===== src/hw/rtl/bcmr_pkg.sv =====
// ----------------------------------------------------------------------------
// bcmr_pkg
// shared types, register indexes and fixed constants of the motor regulator
// ----------------------------------------------------------------------------
package bcmr_pkg;

    localparam int FRAME_TICKS      = 12;
    localparam int SPEED_RATE_LIMIT = 200;
    localparam int SPEED_INT_LIMIT  = 500;
    localparam int CURVE_TARGET     = 60;
    localparam int STEER_LIMIT      = 60;
    localparam int CUT_HIGH         = -64;
    localparam int CUT_LOW          = -3328;
    localparam int GYRO_SCALE       = 4000;
    localparam int SPEED_STEPS      = 3;
    localparam int STEER_STEPS      = 4;
    localparam int RECIP3_SHIFT     = 20;
    localparam logic [18:0] RECIP3  = 19'd349526;
    localparam int RECIP_SHIFT      = 16;

    typedef enum logic [3:0] {
        CFG_TILT_SETPOINT = 4'd0,
        CFG_ANGLE_KP      = 4'd1,
        CFG_ANGLE_KD      = 4'd2,
        CFG_SPEED_KP      = 4'd3,
        CFG_SPEED_KI      = 4'd4,
        CFG_SPEED_TARGET  = 4'd5,
        CFG_DIRECTION_KP  = 4'd6,
        CFG_DIRECTION_KD  = 4'd7
    } t_cfg_idx;

    typedef struct packed {
        logic signed [14:0] tilt_setpoint;
        logic signed [23:0] angle_kp;
        logic signed [23:0] angle_kd;
        logic signed [23:0] speed_kp;
        logic signed [23:0] speed_ki;
        logic signed [10:0] speed_target;
        logic signed [23:0] direction_kp;
        logic signed [23:0] direction_kd;
    } t_cfg;

    typedef struct packed {
        logic signed [14:0] tilt_angle;
        logic signed [15:0] pitch_rate_raw;
        logic signed [15:0] yaw_rate_raw;
        logic signed [11:0] left_count;
        logic signed [11:0] right_count;
        logic        [7:0]  line_center;
        logic               curve_flag;
    } t_in_item;

    typedef struct packed {
        logic [9:0] right_forward_duty;
        logic [9:0] right_reverse_duty;
        logic [9:0] left_forward_duty;
        logic [9:0] left_reverse_duty;
        logic       motors_cut;
    } t_out_item;

    typedef enum logic [4:0] {
        ST_IDLE,
        ST_MUL_A,
        ST_MUL_B,
        ST_SUM,
        ST_PD,
        ST_DRIVE,
        ST_STR_MUL_A,
        ST_STR_MUL_B,
        ST_STR_SUM,
        ST_STR_NORM,
        ST_STR_DIV,
        ST_SPD_FILT,
        ST_SPD_INT,
        ST_SPD_MUL,
        ST_SPD_SUM,
        ST_SPD_OUT,
        ST_DONE
    } t_step;

    typedef struct packed {
        t_step step;
        logic  load;
        logic  publish;
    } t_dp_cmd;

    typedef struct packed {
        logic steer_due;
        logic speed_due;
    } t_dp_stat;

    // bit k set when tick k of the frame is a multiple of the period
    function automatic logic [15:0] f_period_mask(input int period);
        logic [15:0] m;
        int          cnt;
        m   = '0;
        cnt = 0;
        for (int i = 1; i <= FRAME_TICKS; i++) begin
            cnt = cnt + 1;
            if (cnt == period) begin
                m[i] = 1'b1;
                cnt  = 0;
            end
        end
        return m;
    endfunction

endpackage


===== src/hw/rtl/bcmr_ctrl.sv =====
// ----------------------------------------------------------------------------
// bcmr_ctrl
// sequencer for one tick: balance term, optional steering and speed loops
// ----------------------------------------------------------------------------
module bcmr_ctrl import bcmr_pkg::*; (
    input  logic     i_clk,
    input  logic     i_rst_n,
    input  logic     i_in_valid,
    output logic     o_in_ready,
    input  logic     i_out_ready,
    output logic     o_out_valid,
    input  t_dp_stat i_stat,
    output t_dp_cmd  o_cmd
);

    t_step r_state, n_state;
    logic  r_out_valid, n_out_valid;

    always_ff @(posedge i_clk) begin
        if (!i_rst_n) begin
            r_state     <= ST_IDLE;
            r_out_valid <= 1'b0;
        end else begin
            r_state     <= n_state;
            r_out_valid <= n_out_valid;
        end
    end

    always_comb begin
        n_state       = r_state;
        o_cmd.step    = r_state;
        o_cmd.load    = 1'b0;
        o_cmd.publish = 1'b0;
        unique case (r_state)
            ST_IDLE: begin
                if (i_in_valid) begin
                    o_cmd.load = 1'b1;
                    n_state    = ST_MUL_A;
                end
            end
            ST_MUL_A: n_state = ST_MUL_B;
            ST_MUL_B: n_state = ST_SUM;
            ST_SUM:   n_state = ST_PD;
            ST_PD:    n_state = ST_DRIVE;
            ST_DRIVE: begin
                priority if (i_stat.steer_due) n_state = ST_STR_MUL_A;
                else if (i_stat.speed_due)     n_state = ST_SPD_FILT;
                else                           n_state = ST_DONE;
            end
            ST_STR_MUL_A: n_state = ST_STR_MUL_B;
            ST_STR_MUL_B: n_state = ST_STR_SUM;
            ST_STR_SUM:   n_state = ST_STR_NORM;
            ST_STR_NORM:  n_state = ST_STR_DIV;
            ST_STR_DIV:   n_state = i_stat.speed_due ? ST_SPD_FILT : ST_DONE;
            ST_SPD_FILT:  n_state = ST_SPD_INT;
            ST_SPD_INT:   n_state = ST_SPD_MUL;
            ST_SPD_MUL:   n_state = ST_SPD_SUM;
            ST_SPD_SUM:   n_state = ST_SPD_OUT;
            ST_SPD_OUT:   n_state = ST_DONE;
            ST_DONE: begin
                if (!r_out_valid || i_out_ready) begin
                    o_cmd.publish = 1'b1;
                    n_state       = ST_IDLE;
                end
            end
            default: n_state = ST_IDLE;
        endcase
    end

    always_comb begin
        n_out_valid = r_out_valid;
        if (o_cmd.publish)    n_out_valid = 1'b1;
        else if (i_out_ready) n_out_valid = 1'b0;
    end

    assign o_in_ready  = (r_state == ST_IDLE);
    assign o_out_valid = r_out_valid;

endmodule


===== config.mk =====
export PLATFORM = sky130hd
export DESIGN_NAME = bcmr_ctrl
export DESIGN_NICKNAME = d
export VERILOG_FILES = /design/src/hw/rtl/bcmr_pkg.sv /design/src/hw/rtl/bcmr_ctrl.sv
export SDC_FILE = /design/constraint.sdc
export NUM_CORES = 1
export LEC_CHECK = 0
export ABC_AREA = 1
export ABC_CLOCK_PERIOD_IN_PS = 1300
export BUFFER_PORTS_ARGS = -buffer_cell sky130_fd_sc_hd__buf_2
export CAP_MARGIN = 5
export CORE_MARGIN = 3
export CORE_UTILIZATION = 34
export CTS_BUF_LIST = sky130_fd_sc_hd__clkbuf_2 sky130_fd_sc_hd__clkbuf_4 sky130_fd_sc_hd__clkbuf_8
export CTS_CLUSTER_SIZE = 40
export DETAILED_ROUTE_END_ITERATION = 6
export GPL_TIMING_DRIVEN = 0
export HOLD_SLACK_MARGIN = 0.12
export PLACE_DENSITY_LB_ADDON = 0.15
export SLEW_MARGIN = 20
export SYNTH_ARGS = -nofsm -noshare
export SYNTH_HDL_FRONTEND = slang
export SYNTH_SLANG_ARGS = --single-unit

===== constraint.sdc =====
create_clock -name i_clk -period 1.3 [get_ports i_clk]
set_clock_uncertainty 0.15 [all_clocks]
set_input_delay 0.065 -clock i_clk [delete_from_list [all_inputs] [get_ports i_clk]]
set_output_delay 0.065 -clock i_clk [all_outputs]
set_load 0.01 [all_outputs]

Word level (Yosys, flattened, before mapping) --
Cells that the tools add are included.
Storage, ports and cells: flip-flop bits (word level) 6, output and inout port bits 9
Operators by class: equality and inequality tests 18, reductions and logical operators 5, muxes and demuxes 11
Operators by type and width (number):
- 5-bit one-hot mux with 17 select lines | 1
- 5-bit by 4-bit equality test with 1-bit output (second input constant) | 8
- 5-bit by 3-bit equality test with 1-bit output (second input constant) | 4
- 5-bit 2-to-1 mux | 4
- 5-bit by 2-bit equality test with 1-bit output (second input constant) | 2
- 1-bit 2-to-1 mux | 6
- 5-bit by 1-bit equality test with 1-bit output (second input constant) | 1
- 5-bit equality test (second input constant) | 1
- 5-bit zero test | 1
- 2-bit inequality test (second input constant) | 2
- 2-bit AND reduction | 1
- 2-bit nonzero test | 1
- 1-bit zero test | 1
- 1-bit logical OR | 1

Longest topological paths before layout --
Gate-level depths: netlist of run 1.
word-level depth 5, depth in mapped cells 9, gate-level depth less buffers 9

Worst setup path before layout of run 1 --
Ideal clock, no wire load.
path type reg-to-reg, start reg r_state[0], end reg r_state[0], arrival 1015 ps, data required time 1034 ps, path buffers 0, slack 19 ps, cell stages (with the launch flop) 7, setup time 116 ps, cell sequence dfxtp_1 nor2_1 nand2_1 nor2_1 a21oi_1 nand2_1 nor2_1
On the way: cells in the longest elaborated chain, start to end 3, elaborated cells between the ends (all ways) 21, those cells by class eq/ne: 18; mux: 1; reduce/logical: 2
RTL lines:
- start, declared | RTL line bcmr_ctrl.sv:16 | t_step r_state, n_state;
- start signal, assigned | RTL line bcmr_ctrl.sv:24 | r_state <= n_state;
- 5-bit zero test (*)
- via o_in_ready | RTL line bcmr_ctrl.sv:9 | output logic o_in_ready,
- branches (longest 2 deep; another with 5-bit one-hot mux with 17 select lines)
Mark *: on every way through the listed nets, which the timed path passes. A chain may end at the register's enable or synchronous reset.

Final worst setup path of run 1 --
start reg r_state[4], end reg r_state[2]
On the way: cells in the longest elaborated chain, start to end 3, elaborated cells between the ends (all ways) 21, those cells by class eq/ne: 18; mux: 1; reduce/logical: 2
RTL lines:
- branches (longest 3 deep; another with 5-bit one-hot mux with 17 select lines)
Parallel ways; which one is timed is not known.

==> results.md, run 1 <==
- Status: complete, but fails checks
- Failing checks: negative setup slack
- Clock latency on the worst-skew pair: 240 ps
- Worst-path maximum fanout: 9
- Maxcap violations: 0
- Slew @ Worst Pin: 171 ps
- Slew Limit Fails: 0
- Die area: 2000 um^2
- Port bufs: 14
- DRC viols: 0
- RSZ-0062 raised after global routing: true
- Antenna diodes: 0
- Fill cells: 132
- CTS Hold Bufs: 3
- Multi-input gate area: 389 um^2
- Final ANT Viol Nets: 0
- Grt ovf: 0
- Synthesis Warnings: 0
- Fin util: 59.2%
- Post-Synthesis Cell Area: 509 um^2
- Clock root cell: clkbuf_4
- Clock slew at reported path FFs: 40 ps
- Core box area: 1350 um^2
- Synth-to-Final Area Change: 57.0%
- Critical Path RT: 1270 ps
- H-tree levels: 1
- Initial antenna violation count: 0
- First-pass GRT wire length: 2170 um
- Kind of critical path: reg -> reg
- Largest net degree at the start of global routing: 9
- Final hold violations: 0
- Layout cell share with drive strength beyond 1: 49.6%
- Die Y: 44.7 um
- Gr usage total: 14.9%
- Setup WS post-layout: -2.30 ps
- Post-DP HPWL: 1000 um
- Via Count: 650
- First DRT Iteration DRCs: 23
- Initial DRT Pass Iterations: 4
- Crit path DAT: 1270 ps
- Post-Route Setup TNS: -2.40 ps
- Final Net Count: 127
- Worst setup SP type: flip-flop
- Period utilization: 100%
- Vias in the first global route: 533
- Cells after synthesis: 93
- Die Wd: 44.7 um
- Sink Count: 6
- Clock Path Buffers: 2
- Slew HR: 88.6%
- Per-cell routed wire length: 10.7 um
- Distinct cell type count after synthesis: 16
- Leakage power figure: 0.418 nW
- Final setup fails: 2
- Worst Hold Class: in -> reg
- Crit end category: flip-flop
- Peak Freq: 768 MHz
- Io pins: 15
- DR vias/cell: 4.85
- Site Rows: 13
- Synthesis-stage register bit count: 6
- Routability Congestion: 0.937
- Syn_area_per_cell: 5.48 um^2
- Seq/Total Area, Yosys: 23.6%
- Register area: 138 um^2
- DRT Wirelength: 1440 um
- Pwr dens: 785 nW/um^2
- Minimum clock period: 1300 ps
- CTS tree: done
- Max VDD drop: 743 uV
- Starting density of the core: 37.7%
- CTS Buf Count: 3
- Net Count, Synth: 99
==> metrics by stage <==
| step | setup slack [ps] | cells | cell area, um^2 | hold WS [ps] | total power, W |
|---|---|---|---|---|---|
| 2_1_floorplan | 18.8 | 93 | 509 | 12.6 | 0.000329 |
| 3_3_place_gp | -42.9 | 122 | 598 | 120 | 0.000384 |
| 3_5_place_dp | -67.6 | 122 | 598 | 117 | 0.000388 |
| 4_1_cts | 0.695 | 131 | 727 | 41.4 | 0.000607 |
| 5_1_grt | -75.4 | 134 | 800 | 69.2 | 0.000675 |
| 6_report | -2.30 | 134 | 800 | 57.0 | 0.000628 |
==> routing by layer <==
layer | global-route usage [%] | routed length [um]
met5 | 0 | 0
met4 | 3.61 | 17
met3 | 4.78 | 86
met2 | 22.3 | 672
met1 | 20.6 | 657
==> cells by family after synthesis <==
kind of cell	Yosys count	synth area share, %
AO/OA/AOI/OAI	6	5.90
buffers and inverters	18	14.7
AND/OR/NAND/NOR	63	55.8
flip-flops	6	23.6
==> flip-flops by register name (all words and copies together) (netlist names) <==
signal / cells
r_state: 5
o_out_valid: 1
==> path summary, 6_finish.rpt <==
kind	end	start	cells past startpoint	slack, ps
setup / recovery	r_state[2]$_SDFFE_PN0P_	r_state[4]$_SDFFE_PN0P_	6	-2
hold / removal	o_out_valid$_SDFFE_PN0P_	i_out_ready	4	60
setup reg to reg	r_state[2]$_SDFFE_PN0P_	r_state[4]$_SDFFE_PN0P_	6	-2
hold reg to reg	o_out_valid$_SDFFE_PN0P_	r_state[4]$_SDFFE_PN0P_	2	460
==> cell usage in the layout, fill, tap and decap left out, drive strengths merged <==
cell and n:
dfxtp 6, nand2 25, dlygate4sd3 3, o21ai 2
or2 1, nand4 2, clkinv 1, nand3 12
a21oi 4, inv 15, nor3 2, buf 22
clkbuf 3, nor2 21
==> critical path, stage by stage (launching register included) <==
cell	delay, ps
dfxtp_4	420
nor2_4	70
buf_4	140
nand2_1	50
nand3_1	90
nor3_2	190
nor2_1	70
==> Yosys cell counts <==
library cell  count  share of area (%)
a21oi_1           4                3.9
buf_4             2                2.9
clkinv_1          2                1.5
dfxtp_1           6                 24
inv_1            11                8.1
inv_2             3                2.2
nand2_1          24                 18
nand2_2           1                1.2
nand3_1          12                 12
nand4_1           2                2.5
nor2_1           15                 11
nor2_2            5                6.1
nor2_4            1                2.2
nor3_1            2                2.0
o21ai_0           2                2.0
or2_2             1                1.2
==> report_power, final <==
group | internal (W) | switching [W] | total, W
clock network | 0.000104 | 0.0000602 | 0.000164
logic | 0.000105 | 0.000130 | 0.000234
registers | 0.000197 | 0.0000328 | 0.000229
==> final cells by class <==
cell class	count	area share, %
Timing Repair Buffer	25	20.8
Multi-Input combinational cell	69	48.7
Sequential cell	6	17.2
Inverter	16	8.14
Tap cell	15	2.35
Clock buffer	3	2.82
==> timing repair <==
item / CTS / global route
pin swaps: 4 / 12
setup endpoints to repair: 8 / 8
endpoints found under the hold margin: 6 / 1
resized for setup: 18 / 20
setup buffers: 4 / 4
Note: power is estimated with default switching activity, not from simulation.
==> run 2, diff against run 1 <==
--- a/config.mk
+++ b/config.mk
@@ -14,7 +14,6 @@
 export CTS_BUF_LIST = sky130_fd_sc_hd__clkbuf_2 sky130_fd_sc_hd__clkbuf_4 sky130_fd_sc_hd__clkbuf_8
 export CTS_CLUSTER_SIZE = 40
 export DETAILED_ROUTE_END_ITERATION = 6
-export GPL_TIMING_DRIVEN = 0
 export HOLD_SLACK_MARGIN = 0.12
 export PLACE_DENSITY_LB_ADDON = 0.15
 export SLEW_MARGIN = 20
==> results.md, run 2 (synthesized netlist as in run 1, its figures left out) <==
- Net switching power: 0.000217 W (was 0.000223 W)
- Setup slack at placement: -27.6 ps (was -67.6 ps)
- Io pins: 15 (unchanged)
- Met2 WL post-DR: 656 um (was 672 um)
- Slew @ Worst Pin: 233 ps (was 171 ps)
- Max stage delay on crit path: 370 ps (was 420 ps)
- Minimum clock period: 1310 ps (was 1300 ps)
- Crit end category: output pin (was flip-flop)
- Max reg flops: 5 (unchanged)
- Starting density of the core: 37.7% (unchanged)
- Fin util: 56.4% (was 59.2%)
- Internal Dissipation: 0.000396 W (was 0.000405 W)
- Clock slew at reported path FFs: 50 ps (was 40 ps)
- Die area: 2000 um^2 (unchanged)
- Placed cell count: 125 (was 122)
- Leakage power figure: 0.422 nW (was 0.418 nW)
- Final Net Count: 128 (was 127)
- CP max stage cell: dfxtp_4 (unchanged)
- Reg power frac: 36.3% (was 36.5%)
- Worst setup SP type: flip-flop (unchanged)
- Clock latency on the worst-skew pair: 250 ps (was 240 ps)
- Min Hold Slack: -25.1 ps (was 57.0 ps)
- Pwr dens: 805 nW/um^2 (was 785 nW/um^2)
- Final std cells w/o fill: 135 (was 134)
- Grt ovf: 0 (unchanged)
- Site Rows: 13 (unchanged)
- WP buf/inv: 1 (unchanged)
- Post-DP HPWL: 1020 um (was 1000 um)
- First-pass GRT wire length: 2220 um (was 2170 um)
- First DRT Iteration DRCs: 21 (was 23)
- Top reg by flops: r_state (unchanged)
- Routability Congestion: 0.933 (was 0.937)
- DR top layer: met4 (unchanged)
- Via Count: 647 (was 650)
- Part of the power in the clock network: 28.1% (was 26.2%)
- Switch share: 35.4% (was 35.5%)
- Port bufs: 14 (unchanged)
- Max VDD drop: 575 uV (was 743 uV)
- CTS Hold Bufs: 3 (unchanged)
- Final hold violations: 1 (was 0)
- RSZ-0062 raised after global routing: true (unchanged)
- Failing checks: negative hold slack, negative setup slack (was negative setup slack)
- Clock root cell: clkbuf_4 (unchanged)
- DR vias/cell: 4.79 (was 4.85)
- Die Wd: 44.7 um (unchanged)
- Critical Path RT: 1090 ps (was 1270 ps)
- Worst-path maximum fanout: 7 (was 9)
- Synth-to-Final Area Change: 49.6% (was 57.0%)
- Layout cell share with drive strength beyond 1: 42.5% (was 49.6%)
- Status: complete, but fails checks (unchanged)
- Kind of critical path: reg -> out (was reg -> reg)
- Final setup fails: 2 (unchanged)
- Slew Limit Fails: 0 (unchanged)
- Crit path DAT: 1090 ps (was 1270 ps)
- Gr usage total: 15.2% (was 14.9%)
- Routed wl met3: 112 um (was 86 um)
- Final ANT Viol Nets: 0 (unchanged)
- Sink Count: 6 (unchanged)
- Vias in the first global route: 533 (unchanged)
- Initial DRT Pass Iterations: 4 (unchanged)
- Cell family with most CP delay: flip-flops (was simple AND/OR/NAND/NOR gates)
- Combinational fraction of design power: 35.6% (was 37.3%)
- Most frequent cells in the layout: nand2_1 (22), buf_2 (14), nor2_1 (13) (was nand2_1 (21), buf_2 (13), inv_1 (9), nor2_1 (9), nand3_1 (9))
- Largest net degree at the start of global routing: 8 (was 9)
- CTS Buf Count: 3 (unchanged)
- Per-cell routed wire length: 10.5 um (was 10.7 um)
- Maxcap violations: 0 (unchanged)
- Worst path cell trace: nor2_4, nand2_2, nor3_2, buf_2 (was nor2_4, buf_4, nand2_1, nand3_1, nor3_2, nor2_1)
- Slew HR: 84.4% (was 88.6%)
- DRC viols: 0 (unchanged)
- Setup WS post-layout: -9.44 ps (was -2.30 ps)
- Antenna diodes: 0 (unchanged)
- H-tree levels: 1 (unchanged)
- Initial antenna violation count: 0 (unchanged)
- Core box area: 1350 um^2 (unchanged)
- Commonest non-fill, non-tap cell in the layout: nand2_1 (unchanged)
- Peak Freq: 764 MHz (was 768 MHz)
- Die Y: 44.7 um (unchanged)
- Period utilization: 101% (was 100%)
- DRT Wirelength: 1420 um (was 1440 um)
- Clock Path Buffers: 2 (unchanged)
- Worst Hold Class: in -> reg (unchanged)
- CTS tree: done (unchanged)
- Met1 WL: 643 um (was 657 um)
-- run 2: changes by cell type in the layout (fill, tap and decap cells not counted), moves of 2 or more --
cell	previous run	this run
inv_1	9	11
inv_4	2	0
nor2_1	9	13
nor2_4	6	3
-- run 2: power groups by stage --
stage | Clock [W] | Sequential (W) | Combinational, W
floorplan | 0 | 0.000223 | 0.000105
global placement | 0 | 0.000219 | 0.000175
detailed placement | 0 | 0.000220 | 0.000173
CTS | 0.000178 | 0.000223 | 0.000203
global route | 0.000191 | 0.000226 | 0.000241
finish | 0.000172 | 0.000223 | 0.000218
-- run 2: area by class of cell --
| class | instances | area, um^2 |
|---|---|---|
| fillers | 141 | 588 |
| multi-input cells | 69 | 357 |
| repair buffers | 26 | 168 |
| flip-flops and latches | 6 | 136 |
| inverters | 16 | 60.1 |
| clock buffers | 3 | 22.5 |
| well taps | 15 | 18.8 |
-- run 2: final timing paths --
kind / slack [ps] / start / depth (start not counted) / to
hold / removal: -30 / i_out_ready / 3 / o_out_valid$_SDFFE_PN0P_
hold reg to reg: 420 / o_out_valid$_SDFFE_PN0P_ / 3 / o_out_valid$_SDFFE_PN0P_
setup / recovery: -9 / r_state[0]$_SDFFE_PN0P_ / 4 / o_cmd[1]
setup reg to reg: 10 / r_state[0]$_SDFFE_PN0P_ / 5 / r_state[0]$_SDFFE_PN0P_
-- run 2: worst min-delay path: stages --
cell	delay (ps)
buf_2	80
or2_4	110
a21oi_1	60
-- run 2: repair_timing --
item	4_1_cts	5_1_grt
hold endpoints to repair	6	2
setup endpoints to repair	8	8
resized for setup	12	9
buffers inserted	2	2
pin swaps	3	3
-- run 2: metal layers --
metal	GRT usage (%)	vias to the layer above
met5	0	-
met4	4.82	0
met3	7.17	2
met2	21.8	22
met1	19.9	282
li1	-	341
-- run 2: per-stage QoR --
step                      power, W  TNS (ps)  cell area, um^2
after floorplan           0.000329         0              509
after global placement    0.000394     -82.0              621
after detailed placement  0.000393     -31.0              621
after CTS                 0.000604     -8.11              719
after global routing      0.000657      -456              762
final                     0.000613     -14.8              762
